`src/design/i2c_master_bit_engine_top_macros.svh`:
```
// Assertion macros used by the I2C master bit engine top design file.
`ifndef I2C_MASTER_BIT_ENGINE_TOP_MACROS_SVH
`define I2C_MASTER_BIT_ENGINE_TOP_MACROS_SVH

// Same-cycle implication, checked at every rising edge outside reset.
`define I2CMBE_ASSERT_NOW(lbl, clk, rst_n, ante, cons, msg) \
    lbl: assert property (@(posedge clk) disable iff (!(rst_n)) (ante) |-> (cons)) \
        else $error(msg);

// Next-cycle implication, checked at every rising edge outside reset.
`define I2CMBE_ASSERT_NEXT(lbl, clk, rst_n, ante, cons, msg) \
    lbl: assert property (@(posedge clk) disable iff (!(rst_n)) (ante) |=> (cons)) \
        else $error(msg);

`endif

```
`src/design/i2cmbe_pkg.sv`:
```
// Package with the types and constants of the I2C master bit engine.
`timescale 1ns / 1ps

package i2cmbe_pkg;

    localparam int TPU_W  = 10;
    localparam int TMO_W  = 8;
    localparam int DLY_W  = 12;
    localparam int BIT_W  = 4;
    localparam int BYTE_W = 8;
    localparam int CFG_IDX_W  = 2;
    localparam int CFG_DATA_W = 10;

    localparam logic [TPU_W-1:0] TICKS_PER_US_RST = 10'd48;
    localparam logic [TMO_W-1:0] ACK_TIMEOUT_RST  = 8'd250;
    localparam logic [BIT_W-1:0] BITS_PER_BYTE    = 4'd8;

    typedef enum logic [CFG_IDX_W-1:0] {
        REG_TICKS_PER_US = 2'd0,
        REG_ACK_TIMEOUT  = 2'd1
    } t_reg_idx;

    typedef enum logic [2:0] {
        OP_TICK     = 3'd0,
        OP_START    = 3'd1,
        OP_STOP     = 3'd2,
        OP_WRITE    = 3'd3,
        OP_WAIT_ACK = 3'd4,
        OP_READ     = 3'd5
    } t_op;

    typedef enum logic [3:0] {
        PH_IDLE    = 4'd0,
        PH_START_A = 4'd1,
        PH_START_B = 4'd2,
        PH_STOP_A  = 4'd3,
        PH_STOP_B  = 4'd4,
        PH_STOP_C  = 4'd5,
        PH_W_LOW   = 4'd6,
        PH_W_HIGH  = 4'd7,
        PH_W_TAIL  = 4'd8,
        PH_A_REL   = 4'd9,
        PH_A_HIGH  = 4'd10,
        PH_A_POLL  = 4'd11,
        PH_R_LOW   = 4'd12,
        PH_R_HIGH  = 4'd13,
        PH_K_LOW   = 4'd14,
        PH_K_HIGH  = 4'd15
    } t_phase;

    typedef struct packed {
        logic [TPU_W-1:0] ticks_per_us;
        logic [TMO_W-1:0] ack_timeout;
    } t_cfg;

    typedef struct packed {
        logic [2:0]        op;
        logic [BYTE_W-1:0] wdata;
        logic              send_ack;
        logic              sda_in;
    } t_item;

    typedef struct packed {
        logic              scl;
        logic              sda_drive;
        logic              sda_oe;
        logic              busy_res;
        logic              done_res;
        logic [BYTE_W-1:0] rdata;
        logic              ack_fail;
    } t_result;

endpackage

```
`src/design/i2cmbe_ifs.sv`:
```
// Channel interfaces of the I2C master bit engine: input, result and configuration.
`timescale 1ns / 1ps

interface i2cmbe_in_if;
    import i2cmbe_pkg::*;
    logic              valid;
    logic              ready;
    logic [2:0]        op;
    logic [BYTE_W-1:0] wdata;
    logic              send_ack;
    logic              sda_in;
    modport source (output valid, op, wdata, send_ack, sda_in, input ready);
    modport sink   (input valid, op, wdata, send_ack, sda_in, output ready);
endinterface

interface i2cmbe_out_if;
    import i2cmbe_pkg::*;
    logic              valid;
    logic              ready;
    logic              scl;
    logic              sda_drive;
    logic              sda_oe;
    logic              busy_res;
    logic              done_res;
    logic [BYTE_W-1:0] rdata;
    logic              ack_fail;
    modport source (output valid, scl, sda_drive, sda_oe, busy_res, done_res, rdata,
                    ack_fail, input ready);
    modport sink   (input valid, scl, sda_drive, sda_oe, busy_res, done_res, rdata,
                    ack_fail, output ready);
endinterface

interface i2cmbe_cfg_if;
    import i2cmbe_pkg::*;
    logic                  valid;
    logic                  ready;
    logic [CFG_IDX_W-1:0]  index;
    logic [CFG_DATA_W-1:0] data;
    modport source (output valid, index, data, input ready);
    modport sink   (input valid, index, data, output ready);
endinterface

```
`src/design/i2cmbe_cfg_regs.sv`:
```
// Configuration registers of the I2C master bit engine.
`timescale 1ns / 1ps

module i2cmbe_cfg_regs (
    input  logic              i_clk,
    input  logic              i_rst_n,
    i2cmbe_cfg_if.sink        i_cfg,
    output i2cmbe_pkg::t_cfg  o_cfg
);
    import i2cmbe_pkg::*;

    logic [TPU_W-1:0] r_ticks_per_us;
    logic [TMO_W-1:0] r_ack_timeout;

    // Writes are always taken.
    assign i_cfg.ready = 1'b1;

    always_ff @(posedge i_clk) begin
        if (!i_rst_n) begin
            r_ticks_per_us <= TICKS_PER_US_RST;
            r_ack_timeout  <= ACK_TIMEOUT_RST;
        end else if (i_cfg.valid) begin
            case (t_reg_idx'(i_cfg.index))
                REG_TICKS_PER_US: begin
                    r_ticks_per_us <= i_cfg.data[TPU_W-1:0];
                end
                REG_ACK_TIMEOUT: begin
                    r_ack_timeout <= i_cfg.data[TMO_W-1:0];
                end
                default: begin
                end
            endcase
        end
    end

    assign o_cfg.ticks_per_us = r_ticks_per_us;
    assign o_cfg.ack_timeout  = r_ack_timeout;

endmodule

```
`src/design/i2cmbe_core.sv`:
```
// Bus sequencing state machine of the I2C master bit engine, one tick per step.
`timescale 1ns / 1ps

module i2cmbe_core (
    input  logic                i_clk,
    input  logic                i_rst_n,
    input  logic                i_step,
    input  i2cmbe_pkg::t_item   i_item,
    input  i2cmbe_pkg::t_cfg    i_cfg,
    output i2cmbe_pkg::t_result o_res
);
    import i2cmbe_pkg::*;

    t_phase            r_phase, n_phase;
    logic [BIT_W-1:0]  r_bit, n_bit;
    logic [BYTE_W-1:0] r_shift, n_shift;
    logic [DLY_W-1:0]  r_delay, n_delay;
    logic [TMO_W-1:0]  r_timeout, n_timeout;
    logic              r_scl, n_scl;
    logic              r_sda, n_sda;
    logic              r_sda_en, n_sda_en;
    logic              r_ack_missing, n_ack_missing;
    logic              r_ack_choice, n_ack_choice;
    logic [BYTE_W-1:0] r_rx, n_rx;
    logic              n_done;

    logic [TPU_W-1:0]  tpu;
    logic [DLY_W-1:0]  hold_1us, hold_2us, hold_4us;
    logic [DLY_W-1:0]  delay_dec;
    logic [TMO_W:0]    timeout_inc;
    logic [BIT_W-1:0]  bit_inc;
    logic [BYTE_W-1:0] shift_left;

    // A zero tick count behaves as one tick; 4 x 1023 still fits the counter.
    assign tpu       = (i_cfg.ticks_per_us == '0) ? TPU_W'(1) : i_cfg.ticks_per_us;
    assign hold_1us  = DLY_W'(tpu);
    assign hold_2us  = DLY_W'({tpu, 1'b0});
    assign hold_4us  = DLY_W'({tpu, 2'b00});
    assign delay_dec = (r_delay != '0) ? r_delay - DLY_W'(1) : '0;
    assign timeout_inc = {1'b0, r_timeout} + (TMO_W+1)'(1);
    assign bit_inc     = r_bit + BIT_W'(1);
    assign shift_left  = {r_shift[BYTE_W-2:0], 1'b0};

    always_comb begin
        n_phase       = r_phase;
        n_bit         = r_bit;
        n_shift       = r_shift;
        n_delay       = r_delay;
        n_timeout     = r_timeout;
        n_scl         = r_scl;
        n_sda         = r_sda;
        n_sda_en      = r_sda_en;
        n_ack_missing = r_ack_missing;
        n_ack_choice  = r_ack_choice;
        n_rx          = r_rx;
        n_done        = 1'b0;

        if (r_phase == PH_IDLE) begin
            case (t_op'(i_item.op))
                OP_START: begin
                    n_sda_en = 1'b1;
                    n_sda    = 1'b1;
                    n_scl    = 1'b1;
                    n_phase  = PH_START_A;
                    n_delay  = hold_4us;
                end
                OP_STOP: begin
                    n_sda_en = 1'b1;
                    n_scl    = 1'b0;
                    n_sda    = 1'b0;
                    n_phase  = PH_STOP_A;
                    n_delay  = hold_4us;
                end
                OP_WRITE: begin
                    n_sda_en = 1'b1;
                    n_scl    = 1'b0;
                    n_shift  = i_item.wdata;
                    n_bit    = '0;
                    n_sda    = i_item.wdata[BYTE_W-1];
                    n_phase  = PH_W_LOW;
                    n_delay  = hold_2us;
                end
                OP_WAIT_ACK: begin
                    n_sda_en      = 1'b0;
                    n_sda         = 1'b1;
                    n_timeout     = '0;
                    n_ack_missing = 1'b0;
                    n_phase       = PH_A_REL;
                    n_delay       = hold_1us;
                end
                OP_READ: begin
                    n_sda_en     = 1'b0;
                    n_scl        = 1'b0;
                    n_ack_choice = i_item.send_ack;
                    n_shift      = '0;
                    n_bit        = '0;
                    n_phase      = PH_R_LOW;
                    n_delay      = hold_2us;
                end
                default: begin
                end
            endcase
        end else if (r_phase == PH_A_POLL) begin
            if (!i_item.sda_in) begin
                n_scl   = 1'b0;
                n_phase = PH_IDLE;
                n_done  = 1'b1;
            end else if (timeout_inc > {1'b0, i_cfg.ack_timeout}) begin
                // No acknowledge in time: flag it and release the bus with a stop.
                n_ack_missing = 1'b1;
                n_timeout     = '0;
                n_sda_en      = 1'b1;
                n_scl         = 1'b0;
                n_sda         = 1'b0;
                n_phase       = PH_STOP_A;
                n_delay       = hold_4us;
            end else begin
                n_timeout = timeout_inc[TMO_W-1:0];
            end
        end else begin
            n_delay = delay_dec;
            if (delay_dec == '0) begin
                case (r_phase)
                    PH_START_A: begin
                        n_sda   = 1'b0;
                        n_phase = PH_START_B;
                        n_delay = hold_4us;
                    end
                    PH_START_B: begin
                        n_scl   = 1'b0;
                        n_phase = PH_IDLE;
                        n_done  = 1'b1;
                    end
                    PH_STOP_A: begin
                        n_scl   = 1'b1;
                        n_phase = PH_STOP_B;
                        n_delay = hold_4us;
                    end
                    PH_STOP_B: begin
                        n_sda   = 1'b1;
                        n_phase = PH_STOP_C;
                        n_delay = hold_4us;
                    end
                    PH_STOP_C: begin
                        n_phase = PH_IDLE;
                        n_done  = 1'b1;
                    end
                    PH_W_LOW: begin
                        n_scl   = 1'b1;
                        n_phase = PH_W_HIGH;
                        n_delay = hold_2us;
                    end
                    PH_W_HIGH: begin
                        n_scl   = 1'b0;
                        n_phase = PH_W_TAIL;
                        n_delay = hold_2us;
                    end
                    PH_W_TAIL: begin
                        n_shift = shift_left;
                        n_bit   = bit_inc;
                        if (bit_inc >= BITS_PER_BYTE) begin
                            n_phase = PH_IDLE;
                            n_done  = 1'b1;
                        end else begin
                            n_sda   = shift_left[BYTE_W-1];
                            n_phase = PH_W_LOW;
                            n_delay = hold_2us;
                        end
                    end
                    PH_A_REL: begin
                        n_scl   = 1'b1;
                        n_phase = PH_A_HIGH;
                        n_delay = hold_1us;
                    end
                    PH_A_HIGH: begin
                        n_phase = PH_A_POLL;
                        n_delay = '0;
                    end
                    PH_R_LOW: begin
                        n_scl   = 1'b1;
                        n_shift = {r_shift[BYTE_W-2:0], i_item.sda_in};
                        n_phase = PH_R_HIGH;
                        n_delay = hold_1us;
                    end
                    PH_R_HIGH: begin
                        n_bit = bit_inc;
                        n_scl = 1'b0;
                        if (bit_inc >= BITS_PER_BYTE) begin
                            n_rx     = r_shift;
                            n_sda_en = 1'b1;
                            n_sda    = !r_ack_choice;
                            n_phase  = PH_K_LOW;
                        end else begin
                            n_phase = PH_R_LOW;
                        end
                        n_delay = hold_2us;
                    end
                    PH_K_LOW: begin
                        n_scl   = 1'b1;
                        n_phase = PH_K_HIGH;
                        n_delay = hold_2us;
                    end
                    PH_K_HIGH: begin
                        n_scl   = 1'b0;
                        n_phase = PH_IDLE;
                        n_done  = 1'b1;
                    end
                    default: begin
                        n_phase = PH_IDLE;
                    end
                endcase
            end
        end
    end

    always_ff @(posedge i_clk) begin
        if (!i_rst_n) begin
            r_phase       <= PH_IDLE;
            r_bit         <= '0;
            r_shift       <= '0;
            r_delay       <= '0;
            r_timeout     <= '0;
            r_scl         <= 1'b1;
            r_sda         <= 1'b1;
            r_sda_en      <= 1'b1;
            r_ack_missing <= 1'b0;
            r_ack_choice  <= 1'b0;
            r_rx          <= '0;
        end else if (i_step) begin
            r_phase       <= n_phase;
            r_bit         <= n_bit;
            r_shift       <= n_shift;
            r_delay       <= n_delay;
            r_timeout     <= n_timeout;
            r_scl         <= n_scl;
            r_sda         <= n_sda;
            r_sda_en      <= n_sda_en;
            r_ack_missing <= n_ack_missing;
            r_ack_choice  <= n_ack_choice;
            r_rx          <= n_rx;
        end
    end

    assign o_res.scl       = n_scl;
    assign o_res.sda_drive = n_sda;
    assign o_res.sda_oe    = n_sda_en;
    assign o_res.busy_res  = (n_phase != PH_IDLE);
    assign o_res.done_res  = n_done;
    assign o_res.rdata     = n_rx;
    assign o_res.ack_fail  = n_ack_missing;

endmodule

```
`src/design/i2c_master_bit_engine_top.sv`:
```
// An accepted item is held in the input register until the result register has room; then
// its result item is loaded there. Throughput: one item per cycle while results are taken;
// the bus state machine advances once per item between the input and result registers.
// Reset (i_rst_n low at a rising edge) empties both registers, returns the bus
// to idle with SCL and SDA high and driven, and loads the default configuration.
`timescale 1ns / 1ps

`include "i2c_master_bit_engine_top_macros.svh"

module i2c_master_bit_engine_top (
    input  logic          i_clk,
    input  logic          i_rst_n,
    i2cmbe_in_if.sink     i_in,
    i2cmbe_cfg_if.sink    i_cfg,
    i2cmbe_out_if.source  o_out
);
    import i2cmbe_pkg::*;

    // Each input item is one tick of bus timing. The item is first captured in
    // an input register; from there the state machine consumes it, and the resulting bus
    // levels and status land in the result register.
    // Either register moves on as soon as the stage after it has room, so items
    // stream through at one per cycle when the result side keeps taking them.

    t_cfg    w_cfg;
    t_result w_res;
    t_item   r_in;
    logic    r_in_valid;
    t_result r_out;
    logic    r_out_valid;
    logic    w_advance;
    logic    w_step;

    // The result register is free when it is empty or being taken this cycle.
    assign w_advance  = !r_out_valid || o_out.ready;
    assign w_step     = r_in_valid && w_advance;
    assign i_in.ready = !r_in_valid || w_advance;

    i2cmbe_cfg_regs u_cfg_regs (
        .i_clk   (i_clk),
        .i_rst_n (i_rst_n),
        .i_cfg   (i_cfg),
        .o_cfg   (w_cfg)
    );

    i2cmbe_core u_core (
        .i_clk   (i_clk),
        .i_rst_n (i_rst_n),
        .i_step  (w_step),
        .i_item  (r_in),
        .i_cfg   (w_cfg),
        .o_res   (w_res)
    );

    // Input register: control state is reset, the payload is only loaded.
    always_ff @(posedge i_clk) begin
        if (!i_rst_n) begin
            r_in_valid <= 1'b0;
        end else if (i_in.ready) begin
            r_in_valid <= i_in.valid;
        end
    end

    always_ff @(posedge i_clk) begin
        if (i_in.valid && i_in.ready) begin
            r_in.op       <= i_in.op;
            r_in.wdata    <= i_in.wdata;
            r_in.send_ack <= i_in.send_ack;
            r_in.sda_in   <= i_in.sda_in;
        end
    end

    // Result register: holds one result item until the sink takes it.
    always_ff @(posedge i_clk) begin
        if (!i_rst_n) begin
            r_out_valid <= 1'b0;
        end else if (w_advance) begin
            r_out_valid <= r_in_valid;
        end
    end

    always_ff @(posedge i_clk) begin
        if (w_step) begin
            r_out <= w_res;
        end
    end

    assign o_out.valid     = r_out_valid;
    assign o_out.scl       = r_out.scl;
    assign o_out.sda_drive = r_out.sda_drive;
    assign o_out.sda_oe    = r_out.sda_oe;
    assign o_out.busy_res  = r_out.busy_res;
    assign o_out.done_res  = r_out.done_res;
    assign o_out.rdata     = r_out.rdata;
    assign o_out.ack_fail  = r_out.ack_fail;

    // A completed command always leaves the engine idle.
    `I2CMBE_ASSERT_NOW(a_done_idle, i_clk, i_rst_n, r_out_valid && r_out.done_res, !r_out.busy_res, "done result while still busy")

    // A held input item is never dropped while the result side stalls.
    `I2CMBE_ASSERT_NEXT(a_in_kept, i_clk, i_rst_n, r_in_valid && !w_advance, r_in_valid, "stalled input item lost")

    // Every item consumed by the state machine shows up in the result register.
    `I2CMBE_ASSERT_NEXT(a_step_out, i_clk, i_rst_n, w_step, r_out_valid, "consumed item produced no result")

endmodule
```
`src/flat_wrapper.sv`:
```
// flat-port wrapper written by rule: the top's interface ports become plain ports
module i2c_master_bit_engine_top_flat import i2cmbe_pkg::*;
  (i_clk, i_rst_n, i_in_valid, i_in_op, i_in_wdata, i_in_send_ack, i_in_sda_in, i_in_ready, i_cfg_valid, i_cfg_index, i_cfg_data, i_cfg_ready, o_out_valid, o_out_scl, o_out_sda_drive, o_out_sda_oe, o_out_busy_res, o_out_done_res, o_out_rdata, o_out_ack_fail, o_out_ready);
  i2cmbe_in_if i_in_i ();
  i2cmbe_cfg_if i_cfg_i ();
  i2cmbe_out_if o_out_i ();
  input  logic i_clk;
  input  logic i_rst_n;
  input wire logic [$bits(i_in_i.valid)-1:0] i_in_valid;
  input wire logic [$bits(i_in_i.op)-1:0] i_in_op;
  input wire logic [$bits(i_in_i.wdata)-1:0] i_in_wdata;
  input wire logic [$bits(i_in_i.send_ack)-1:0] i_in_send_ack;
  input wire logic [$bits(i_in_i.sda_in)-1:0] i_in_sda_in;
  output wire logic [$bits(i_in_i.ready)-1:0] i_in_ready;
  input wire logic [$bits(i_cfg_i.valid)-1:0] i_cfg_valid;
  input wire logic [$bits(i_cfg_i.index)-1:0] i_cfg_index;
  input wire logic [$bits(i_cfg_i.data)-1:0] i_cfg_data;
  output wire logic [$bits(i_cfg_i.ready)-1:0] i_cfg_ready;
  output wire logic [$bits(o_out_i.valid)-1:0] o_out_valid;
  output wire logic [$bits(o_out_i.scl)-1:0] o_out_scl;
  output wire logic [$bits(o_out_i.sda_drive)-1:0] o_out_sda_drive;
  output wire logic [$bits(o_out_i.sda_oe)-1:0] o_out_sda_oe;
  output wire logic [$bits(o_out_i.busy_res)-1:0] o_out_busy_res;
  output wire logic [$bits(o_out_i.done_res)-1:0] o_out_done_res;
  output wire logic [$bits(o_out_i.rdata)-1:0] o_out_rdata;
  output wire logic [$bits(o_out_i.ack_fail)-1:0] o_out_ack_fail;
  input wire logic [$bits(o_out_i.ready)-1:0] o_out_ready;
  assign i_in_i.valid = i_in_valid;
  assign i_in_i.op = i_in_op;
  assign i_in_i.wdata = i_in_wdata;
  assign i_in_i.send_ack = i_in_send_ack;
  assign i_in_i.sda_in = i_in_sda_in;
  assign i_in_ready = i_in_i.ready;
  assign i_cfg_i.valid = i_cfg_valid;
  assign i_cfg_i.index = i_cfg_index;
  assign i_cfg_i.data = i_cfg_data;
  assign i_cfg_ready = i_cfg_i.ready;
  assign o_out_valid = o_out_i.valid;
  assign o_out_scl = o_out_i.scl;
  assign o_out_sda_drive = o_out_i.sda_drive;
  assign o_out_sda_oe = o_out_i.sda_oe;
  assign o_out_busy_res = o_out_i.busy_res;
  assign o_out_done_res = o_out_i.done_res;
  assign o_out_rdata = o_out_i.rdata;
  assign o_out_ack_fail = o_out_i.ack_fail;
  assign o_out_i.ready = o_out_ready;
  i2c_master_bit_engine_top u_core (.i_clk(i_clk), .i_rst_n(i_rst_n), .i_in(i_in_i), .i_cfg(i_cfg_i), .o_out(o_out_i));
endmodule
```
`config.mk`:
```
export PLATFORM = sky130hd
export DESIGN_NAME = i2c_master_bit_engine_top_flat
export DESIGN_NICKNAME = d
export VERILOG_FILES = /design/src/design/i2cmbe_pkg.sv /design/src/design/i2cmbe_ifs.sv /design/src/design/i2cmbe_cfg_regs.sv /design/src/design/i2cmbe_core.sv /design/src/design/i2c_master_bit_engine_top.sv /design/src/flat_wrapper.sv
export VERILOG_INCLUDE_DIRS = /design/src /design/src/design
export SDC_FILE = /design/constraint.sdc
export NUM_CORES = 1
export LEC_CHECK = 0
export ABC_AREA = 1
export BUFFER_PORTS_ARGS = -buffer_cell sky130_fd_sc_hd__clkbuf_2
export CAP_MARGIN = 15
export CORE_UTILIZATION = 30
export CTS_CLUSTER_DIAMETER = 30
export CTS_CLUSTER_SIZE = 40
export DETAILED_ROUTE_END_ITERATION = 10
export GPL_TIMING_DRIVEN = 0
export PLACE_DENSITY = 0.58
export SKIP_CTS_REPAIR_TIMING = 1
export SLEW_MARGIN = 0
export SYNTH_ARGS = -nofsm -noshare
export SYNTH_HDL_FRONTEND = slang
export SYNTH_SLANG_ARGS = --single-unit
```
`constraint.sdc`:
```
create_clock -name i_clk -period 2.6 [get_ports i_clk]
set_input_delay 0.52 -clock i_clk [delete_from_list [all_inputs] [get_ports i_clk]]
set_output_delay 0.52 -clock i_clk [all_outputs]
set_load 0.05 [all_outputs]
```
# == After elaboration in Yosys (flattened, before gate mapping) ==
# Cells that the tools add are included.
# totals
reg_bits,96
inputBits,30
output_inout_bits,17
elab_cells,170
# classes
n_addsub,3
n_lt_le_gt_ge,2
n_eq_ne,28
muxes,73
reduce_logical,38
# ops
cell,count
8-bit two-way mux,13
12-bit two-way mux,7
12-bit one-hot mux with 5 select lines,1
4-bit one-hot mux with 11 select lines,1
4-bit two-way mux,10
12-bit one-hot mux with 3 select lines,1
4-bit equality test (second input constant),8
8-bit one-hot mux with 2 select lines,2
1-bit two-way mux,28
4-bit one-hot mux with 5 select lines,1
4-bit by 3-bit equality test with 1-bit output (second input constant),4
12-bit logical NOT,1
12-bit nonzero test,1
2-bit OR reduction,6
3-bit OR reduction,4
12-bit by 1-bit subtractor with 12-bit output (second input constant),1
10-bit logical NOT,1
10-bit two-way mux,1
5-bit AND reduction,2
8-bit by 1-bit adder with 9-bit output (second input constant),1
9-bit by 8-bit greater-than comparator with 1-bit output,1
4-bit by 2-bit equality test with 1-bit output (second input constant),2
1-bit one-hot mux with 2 select lines,4
4-bit AND reduction,2
28 further kinds,41

# == Longest topological paths before layout ==
# Gate-level depths: netlist of run 1.
# depth
depth_word,8
ltp_mapped,21
ltp_nobuf,20

# == Cells and area by module ==
# A second synthesis of run 1 with hierarchy kept.
# unflattened
hier_cells,949
area_unflattened_um2,6446.2
# by_module_without_submodules
mod,n_inst,cells_each,area_per_inst_um2,seq_area_each_um2
i2cmbe_core,1,804,4722.0,980.9
i2c_master_bit_engine_top,1,40,905.9,850.8
i2cmbe_cfg_regs,1,105,818.3,360.3

# == Worst setup path after synthesis of run 1 ==
# Ideal clock, no wire load.
# synth_timing
path_kind,reg2reg
from,register u_core.u_core.r_timeout[0]
to,"register u_core.r_out (netlist bit u_core.o_out.busy_res), data pin"
setup_ns,0.254
arrival_ns,2.438
required_ns,2.346
path_slack_ns,-0.092
stages_incl_launch_ff,21
n_path_buf,1
synth_period_minus_slack_ns,2.692
cell_sequence,dfxtp_1 ha_1 nand2_1 nor2_1 nand3_1 xor2_1 inv_1 ha_1 nand2_1 inv_1 nand3_1 nor2_1 nor2_1 nand2_1 nand2_1 buf_2 nand2_1 a21boi_0 nand3_1 nor2_1 nand2_1
# synth_rtl
item,line_no,text
from (decl),i2cmbe_core.sv:18,"logic [TMO_W-1:0] r_timeout, n_timeout;"
from (signal assigned),i2cmbe_core.sv:234,r_timeout <= n_timeout;
to (signal assigned),i2c_master_bit_engine_top.sv:84,r_out <= w_res;
to (decl),i2c_master_bit_engine_top.sv:29,t_result r_out;

==> results of run 1 <==
[registers in the layout, indices dropped and copies added, names as in the netlist, 4 cells and up]
| signal | cells |
|---|---|
| u_core.r_in | 13 |
| u_core.u_cfg_regs.r_ticks_per_us | 10 |
| u_core.u_core.r_delay | 12 |
| u_core.u_core.r_phase | 4 |
| u_core.u_core.r_bit | 4 |
| u_core.o_out.rdata | 8 |
| u_core.u_cfg_regs.r_ack_timeout | 8 |
| u_core.u_core.r_timeout | 8 |
| u_core.u_core.r_shift | 8 |
| u_core.u_core.r_rx | 8 |
[worst max-delay path, cell delays in order (launching register included)]
cell and delay [ns]:
sky130_fd_sc_hd__dfxtp_4 0.38, sky130_fd_sc_hd__ha_4 0.15, sky130_fd_sc_hd__nand2_4 0.05, sky130_fd_sc_hd__nor2_4 0.12, sky130_fd_sc_hd__buf_6 0.11, sky130_fd_sc_hd__xnor2_1 0.10
sky130_fd_sc_hd__inv_1 0.10, sky130_fd_sc_hd__ha_4 0.28, sky130_fd_sc_hd__nand2_1 0.04, sky130_fd_sc_hd__o21a_1 0.18, sky130_fd_sc_hd__nor2_2 0.10, sky130_fd_sc_hd__nor2_1 0.06
sky130_fd_sc_hd__nand2_2 0.10, sky130_fd_sc_hd__nand2_4 0.07, sky130_fd_sc_hd__buf_6 0.14, sky130_fd_sc_hd__nand2_4 0.06, sky130_fd_sc_hd__a21boi_4 0.18, sky130_fd_sc_hd__nand3_1 0.08
sky130_fd_sc_hd__nor2_1 0.12, sky130_fd_sc_hd__nand2_1 0.06
[per-stage QoR]
step / instances / total power [µW]
after detailed placement: 1230 / 2910
after floorplan: 916 / 2600
after global routing: 1256 / 4620
after global placement: 1230 / 2910
after CTS: 1246 / 4320
final: 1256 / 4360
[Yosys cell counts, drive strengths merged (2+ instances only)]
cell type	n
o221ai	8
inv	129
ha	14
o22ai	6
nor3	5
clkinv	4
nand3	79
a21boi	2
buf	15
clkbuf	15
nor2	109
edfxtp	27
o21bai	3
xor2	9
a21oi	71
a221oi	3
dfxtp	69
o21ai	81
nand2	224
nand4	17
a31oi	2
o211ai	14
[cells by family (layout without fill, tap and decap cells)]
| family | Yosys count | in the layout | share of synthesized area (%) |
|---|---|---|---|
| buffers and inverters | 163 | 232 | 10.6 |
| adders and majority gates | 14 | 14 | 2.84 |
| AOI/OAI and AO/OA | 194 | 194 | 18.0 |
| other | 1 | 1 | 0.0608 |
| DFF | 96 | 96 | 35.6 |
| xor gates and xnor gates | 10 | 10 | 1.42 |
| and+or+nand+nor | 438 | 439 | 31.5 |
[layout make-up]
cell class	count	area, µm²
Fill cell	2240	12800
Timing Repair Buffer	53	309
Sequential cell	96	2200
Tap cell	270	338
Multi-Input combinational cell	658	3540
Buffer	30	170
Clock inverter	6	71.3
Clock buffer	10	229
Inverter	133	508
[power breakdown]
group	switching (µW)	total [µW]	internal, µW
registers	61.0	1690	1630
clock network	634	1400	762
logic	885	1270	390
total	1580	4360	2780
[how the worst max path moves through the flow]
stage | to | start
floorplan | u_core.o_out.busy_res$_DFFE_PP_ | u_core.u_core.r_timeout[0]$_SDFFE_PN0P_
global placement | u_core.o_out.scl$_DFFE_PP_ | u_core.u_core.r_timeout[0]$_SDFFE_PN0P_
detailed placement | u_core.u_core.r_delay[10]$_SDFFE_PN0P_ | u_core.u_core.r_timeout[0]$_SDFFE_PN0P_
CTS | u_core.u_core.r_delay[10]$_SDFFE_PN0P_ | u_core.u_core.r_timeout[0]$_SDFFE_PN0P_
global route | u_core.o_out.busy_res$_DFFE_PP_ | u_core.u_core.r_timeout[0]$_SDFFE_PN0P_
finish | u_core.o_out.busy_res$_DFFE_PP_ | u_core.u_core.r_timeout[0]$_SDFFE_PN0P_
[layer usage]
| layer | wire [µm] | share of wire [%] | GRT usage, % | vias to the layer above |
|---|---|---|---|---|
| li1 | - | - | - | 3154 |
| met1 | 8820 | 47 | 24.3 | 2803 |
| met2 | 8640 | 46 | 28.7 | 209 |
| met3 | 898 | 4.8 | 2.29 | 34 |
| met4 | 540 | 2.9 | 7.47 | 0 |
| met5 | 0 | 0 | 0 | - |
==> out/qor_table.md, run 1 <==
| Quantity | This run | Unit |
|:---|:---|:---|
| Wire per inst | 15.0 | µm |
| Maximum clock path buffer count | 2 | - |
| Max-cap violations | 0 | - |
| Part of the Yosys area used for sequential elements | 35.6 | % |
| Mean instance size in the synthesized netlist | 6.73 | µm² |
| All-Layer GR Usage | 17.9 | % |
| Weighted congestion at the end of routability-driven global placement | 0.908 | - |
| Clk Latency, worst-skew pair | 0.35 | ns |
| Arrival time worst endpoint | 2.84 | ns |
| Startpoint kind of the worst setup timing path | flop | - |
| Clock skew | 0.0118 | ns |
| Minimum setup slack in the final design | -0.141 | ns |
| Final hold violations | 0 | - |
| Minimum hold slack | 0.339 | ns |
| Final non-filler cell area | 7360 | µm² |
| Number of vias in the routed layout | 6200 | - |
| Worst path required time | 2.70 | ns |
| Fraction of the core area covered by cells at the end of the flow | 36.5 | % |
| RSZ-0062 raised after global routing | yes | - |
| Post-DP HPWL | 13900 | µm |
| Cell depth of the worst hold path | 1 | - |
| Antenna cell count | 0 | - |
| Most common library cell in the layout ignoring fill and taps | sky130_fd_sc_hd__nand2_1 | - |
| Slew @ Worst Pin | 0.691 | ns |
| H-tree depth reported by CTS | 3 | - |
| Fmax | 365 | MHz |
| Number of global-route vias before repair | 5711 | - |
| Kind of critical path | flop to flop | - |
| Clock tree from TritonCTS | yes | - |
| Wire length after detailed routing | 18900 | µm |
| CTS Sinks | 96 | - |
| Starting density of the core | 30.6 | % |
| Placeable core region | 20200 | µm² |
| Number of top-level pins | 47 | - |
| Number of cells on the worst reg-to-reg path | 19 | - |
| Final max-slew violation count | 0 | - |
| Reg-to-reg slack, setup | -0.14 | ns |
| Worst voltage drop across the vdd grid | 0.337 | mV |
| Worst-case hold path end point | u_core.r_in[0]$_DFFE_PP_ | - |
| End of the worst register-to-register path | u_core.o_out.busy_res$_DFFE_PP_ | - |
| First-pass GRT wire length | 30000 | µm |
| Synthesis Warnings | 0 | - |
| Setup violators final | 13 | - |
| Highest net fanout along the worst path | 6 | - |
| Dominant register cell in the synthesized netlist | sky130_fd_sc_hd__dfxtp_1 | - |
| Power per unit of standard cell area | 592 | nW/µm² |
| Number of CTS-inserted buffers | 9 | - |
| Initial antenna violation count | 0 | - |
| Post-synthesis cell type with the largest combined area | sky130_fd_sc_hd__dfxtp_1 | - |
| Run status | finished with violations | - |
| Number of cell rows | 52 | - |
| Final Cycle Share | 105 | % |
| Cell at the root of the clock tree | sky130_fd_sc_hd__clkbuf_16 | - |
| Startpoint of the tightest hold check path | i_in_sda_in | - |
| Pin count of the biggest net entering global routing | 24 | - |
| Number of distinct standard cells referenced by the synthesized netlist | 45 | - |
| Violations in the final reports | negative setup slack | - |
| Summed instance area of the synthesized netlist | 6160 | µm² |
| Fraction of layout instances using a drive strength above 1 | 16.8 | % |
| Fraction of registers with async set or reset after synthesis | 0 | % |
| Clock transition at path regs | 0.07 | ns |
| Top cells by area, synth | sky130_fd_sc_hd__dfxtp_1 (22%), sky130_fd_sc_hd__edfxtp_1 (13%), sky130_fd_sc_hd__nand2_1 (13%) | - |
| Area overhead of the layout relative to synthesis | 19.5 | % |
| Crit end category | flop | - |
| Post-placement worst setup slack | -0.509 | ns |
| Count of antenna-violating nets left after detailed routing | 0 | - |
| Die ar. | 21100 | µm² |
| Standard cell area after detailed placement | 6730 | µm² |
| HP Class | primary input to flop | - |
| Synth Instances | 916 | - |
| Total number of nets in the final design | 1025 | - |
| Horizontal die dimension | 145 | µm |
| Overflow left after global routing | 0 | - |
| I/O Buffers | 44 | - |
| Drc violations | 0 | - |
| Commonest cells after routing, fill and taps aside | sky130_fd_sc_hd__nand2_1 (206), sky130_fd_sc_hd__inv_1 (122), sky130_fd_sc_hd__nor2_1 (83), sky130_fd_sc_hd__nand3_1 (69), sky130_fd_sc_hd__a21oi_1 (68) | - |
| Post-synth EDFFs | 27 | - |
| Share of the synthesized area in the top cell type | 22.4 | % |
| Total negative setup slack | -0.829 | ns |
| Vias per inst | 4.94 | - |
| Time the worst path needs with I/O delays and setup | 2.74 | ns |
| Critical R2R Launch | u_core.u_core.r_timeout[0]$_SDFFE_PN0P_ | - |
| Vert. Die Dim | 145 | µm |
| Syn nets | 960 | - |
| Standby leakage power | 0.00336 | µW |
| Number of design-rule violations left by the first detailed-router iteration | 486 | - |
| Pre-Repair DR Iteration Count | 5 | - |
| Slew headroom | 53.8 | % |
| Number of flip-flops and latches in the synthesized netlist | 96 | - |
Note: power is estimated with default switching activity, not from simulation.
==> run 2: changes to the inputs <==
- BUFFER_PORTS_ARGS: -buffer_cell sky130_fd_sc_hd__clkbuf_2 -> -buffer_cell sky130_fd_sc_hd__buf_2
- SETUP_SLACK_MARGIN: not set -> 0.3
==> out/qor_table.md, run 2 (same netlist as run 1, synthesis figures left out) <==
| Quantity | This run | Unit | Delta |
|:---|:---|:---|:---|
| Highest net fanout along the worst path | 4 | - | -2 |
| Number of CTS-inserted buffers | 9 | - | unchanged |
| Buf/Inv on CP | 3 | - | unchanged |
| Startpoint of the tightest hold check path | i_in_op[0] | - |  |
| Flip-flop count of the largest register, all copies and words added | 13 | - | unchanged |
| Area overhead of the layout relative to synthesis | 27.9 | % |  |
| Minimum setup slack in the final design | -0.0647 | ns | +0.0759 ns |
| Commonest cells after routing, fill and taps aside | sky130_fd_sc_hd__nand2_1 (187), sky130_fd_sc_hd__inv_1 (116), sky130_fd_sc_hd__nor2_1 (81), sky130_fd_sc_hd__dfxtp_1 (65), sky130_fd_sc_hd__a21oi_1 (64) | - |  |
| Crit end category | flop | - |  |
| Critical path launch point | u_core.u_core.r_timeout[0]$_SDFFE_PN0P_ | - |  |
| Vert. Die Dim | 145 | µm | unchanged |
| All-Layer GR Usage | 17.5 | % | -0.43 points |
| Max incr delay on CP | 0.38 | ns | about the same |
| Most common library cell in the layout ignoring fill and taps | sky130_fd_sc_hd__nand2_1 | - |  |
| Die ar. | 21100 | µm² | unchanged |
| I/O Buffers | 44 | - | unchanged |
| Number of cell rows | 52 | - | unchanged |
| Kind of critical path | flop to flop | - |  |
| Sequential cell fraction of total power | 36.7 | % | -2.1 points |
| Horizontal die dimension | 145 | µm | unchanged |
| Standby leakage power | 0.00350 | µW | +4.3% |
| Clk Latency, worst-skew pair | 0.36 | ns | about the same |
| Wire per inst | 15.2 | µm | +1.0% |
| Startpoint kind of the worst setup timing path | flop | - |  |
| Antenna cell count | 0 | - | unchanged |
| Final Cycle Share | 102 | % | -2.9 points |
| Maximum clock path buffer count | 2 | - | unchanged |
| Switching power of the nets | 1700 | µW | +7.7% |
| Fmax | 375 | MHz | +2.8% |
| Overflow left after global routing | 0 | - | unchanged |
| Net switching fraction of the power | 37.0 | % | +0.77 points |
| Pin count of the biggest net entering global routing | 24 | - | unchanged |
| Time the worst path needs with I/O delays and setup | 2.66 | ns | -0.0759 ns |
| Pre-Repair DR Iteration Count | 6 | - | +1 |
| Number of vias in the routed layout | 6345 | - | +2.3% |
| Count of antenna-violating nets left after detailed routing | 0 | - | unchanged |
| Run status | finished with violations | - |  |
| Slowest stage cell, crit path | sky130_fd_sc_hd__dfxtp_4 | - |  |
| H-tree depth reported by CTS | 3 | - | unchanged |
| Worst voltage drop across the vdd grid | 0.278 | mV | -17% |
| Setup violators final | 10 | - | -3 |
| Clock tree from TritonCTS | yes | - |  |
| Biggest register | u_core.r_in | - |  |
| Starting density of the core | 30.6 | % | unchanged |
| Total negative setup slack | -0.466 | ns | +0.363 ns |
| Cell at the root of the clock tree | sky130_fd_sc_hd__clkbuf_16 | - |  |
| Weighted congestion at the end of routability-driven global placement | 0.918 | - | +1.0% |
| Number of design-rule violations left by the first detailed-router iteration | 466 | - | -4.1% |
| Fill cell total of the finished layout | 2180 | - | -2.7% |
| Max-cap violations | 0 | - | unchanged |
| Clock transition at path regs | 0.07 | ns | about the same |
| Final max-slew violation count | 0 | - | unchanged |
| Number of global-route vias before repair | 5524 | - | -3.3% |
| Largest registers | u_core.r_in: 13 flops, u_core.u_core.r_delay: 12 flops, u_core.u_cfg_regs.r_ticks_per_us: 10 flops | - |  |
| Worst path required time | 2.72 | ns | +0.02 ns |
| Critical R2R Launch | u_core.u_core.r_timeout[0]$_SDFFE_PN0P_ | - |  |
| Placed instance count | 1230 | - | unchanged |
| Sequence of cells on the critical path | ha_4, nand2_4, nor2_4, nand3_2, xor2_1, inv_2, ha_4, nand2_2, inv_2, nand3_2, nor2_1, nand2_1, nand2_2, nand2_2, buf_6, nand2_4, a21boi_4, nand3_2, nor2_2, nand2_1 | - |  |
| CTS Sinks | 96 | - | unchanged |
| Total number of nets in the final design | 1042 | - | +1.7% |
| Post-route non-filler standard cell count | 1273 | - | +1.4% |
| Placeable core region | 20200 | µm² | unchanged |
| RSZ-0062 raised after global routing | yes | - |  |
| Initial antenna violation count | 0 | - | unchanged |
| Clock skew | 0.00962 | ns | -0.00215 ns |
| Arrival time worst endpoint | 2.78 | ns | -0.06 ns |
| Slew @ Worst Pin | 0.741 | ns | +0.0502 ns |
| Combinational Power Share | 32.9 | % | +3.7 points |
| Number of top-level pins | 47 | - | unchanged |
| First-pass GRT wire length | 29300 | µm | -2.4% |
| Final hold violations | 0 | - | unchanged |
| Post-DP HPWL | 13900 | µm | about the same |
| Wire length after detailed routing | 19300 | µm | +2.4% |
| Slew headroom | 50.6 | % | -3.2 points |
| Vias per inst | 4.98 | - | +0.97% |
| HP Class | primary input to flop | - |  |
| Internal power | 2900 | µW | +4.2% |
| Standard cell area after detailed placement | 6790 | µm² | +0.87% |
| Power per unit of standard cell area | 584 | nW/µm² | -1.4% |
| Fraction of layout instances using a drive strength above 1 | 23.1 | % | +6.3 points |
| Share of power burned in the clock network | 30.3 | % | -1.7 points |
| Violations in the final reports | negative setup slack | - |  |
| Drc violations | 0 | - | unchanged |
| Kind of cell adding the most delay to the critical path | simple AND/OR/NAND/NOR gates | - |  |
| Final non-filler cell area | 7880 | µm² | +7.0% |
==> run 2: changes by cell type in the layout (fill, tap and decap cells not counted), moves of 7 or more <==
cell / change
sky130_fd_sc_hd__buf_2: +43
sky130_fd_sc_hd__clkbuf_2: -42
sky130_fd_sc_hd__nand2_1: -19
sky130_fd_sc_hd__nand2_2: +15
sky130_fd_sc_hd__buf_4: +12
sky130_fd_sc_hd__nand3_1: -7
sky130_fd_sc_hd__o21ai_4: +7
==> run 2: layout make-up <==
class                           count  area (µm²)  share of cell area, %
Multi-Input combinational cell    658        3840                   48.7
Sequential cell                    96        2200                   28.0
Inverter                          133         519                   6.59
Timing Repair Buffer               70         492                   6.24
Tap cell                          270         338                   4.29
Clock buffer                        9         225                   2.86
Buffer                             30         188                   2.38
Clock inverter                      7        78.8                   1.00
==> run 2: final timing paths <==
kind,to,slack (ns),cells after the start
worst max-delay path,u_core.o_out.busy_res$_DFFE_PP_,-0.06,20
worst min-delay path,u_core.r_in[10]$_DFFE_PP_,0.33,1
worst max register to register,u_core.o_out.busy_res$_DFFE_PP_,-0.06,20
worst min register to register,u_core.u_cfg_regs.r_ack_timeout[2]$_SDFFE_PN0P_,0.46,2
==> run 2: per-layer routing <==
layer  wire (µm)  part of all wire [%]  track usage, %  vias to the layer above
met1        8990                    46            23.5                     2939
met4         604                   3.1            8.16                        0
met3         876                   4.5            1.82                       39
met5           0                     0               0                        -
li1            -                     -               -                     3185
met2        8870                    46            28.1                      182
==> run 2: power by group through the flow <==
stage | clock, µW | sequential (µW) | combinational, µW
2_1_floorplan | 0 | 1750 | 851
3_3_place_gp | 0 | 1720 | 1190
3_5_place_dp | 0 | 1720 | 1200
4_1_cts | 1420 | 1690 | 1200
5_1_grt | 1480 | 1700 | 1650
6_report | 1400 | 1690 | 1510
==> run 2: metrics by stage <==
step           worst slack (ns)  power (µW)  utilization, %  hold WS (ns)
2_1_floorplan             0.125        2600               -         0.433
3_3_place_gp             -0.247        2910            33.7         0.459
3_5_place_dp             -0.270        2920            33.7         0.458
6_report                -0.0647        4600            39.1         0.333
4_1_cts                  -0.298        4310            35.2         0.324
5_1_grt                  -0.204        4830            39.1         0.326
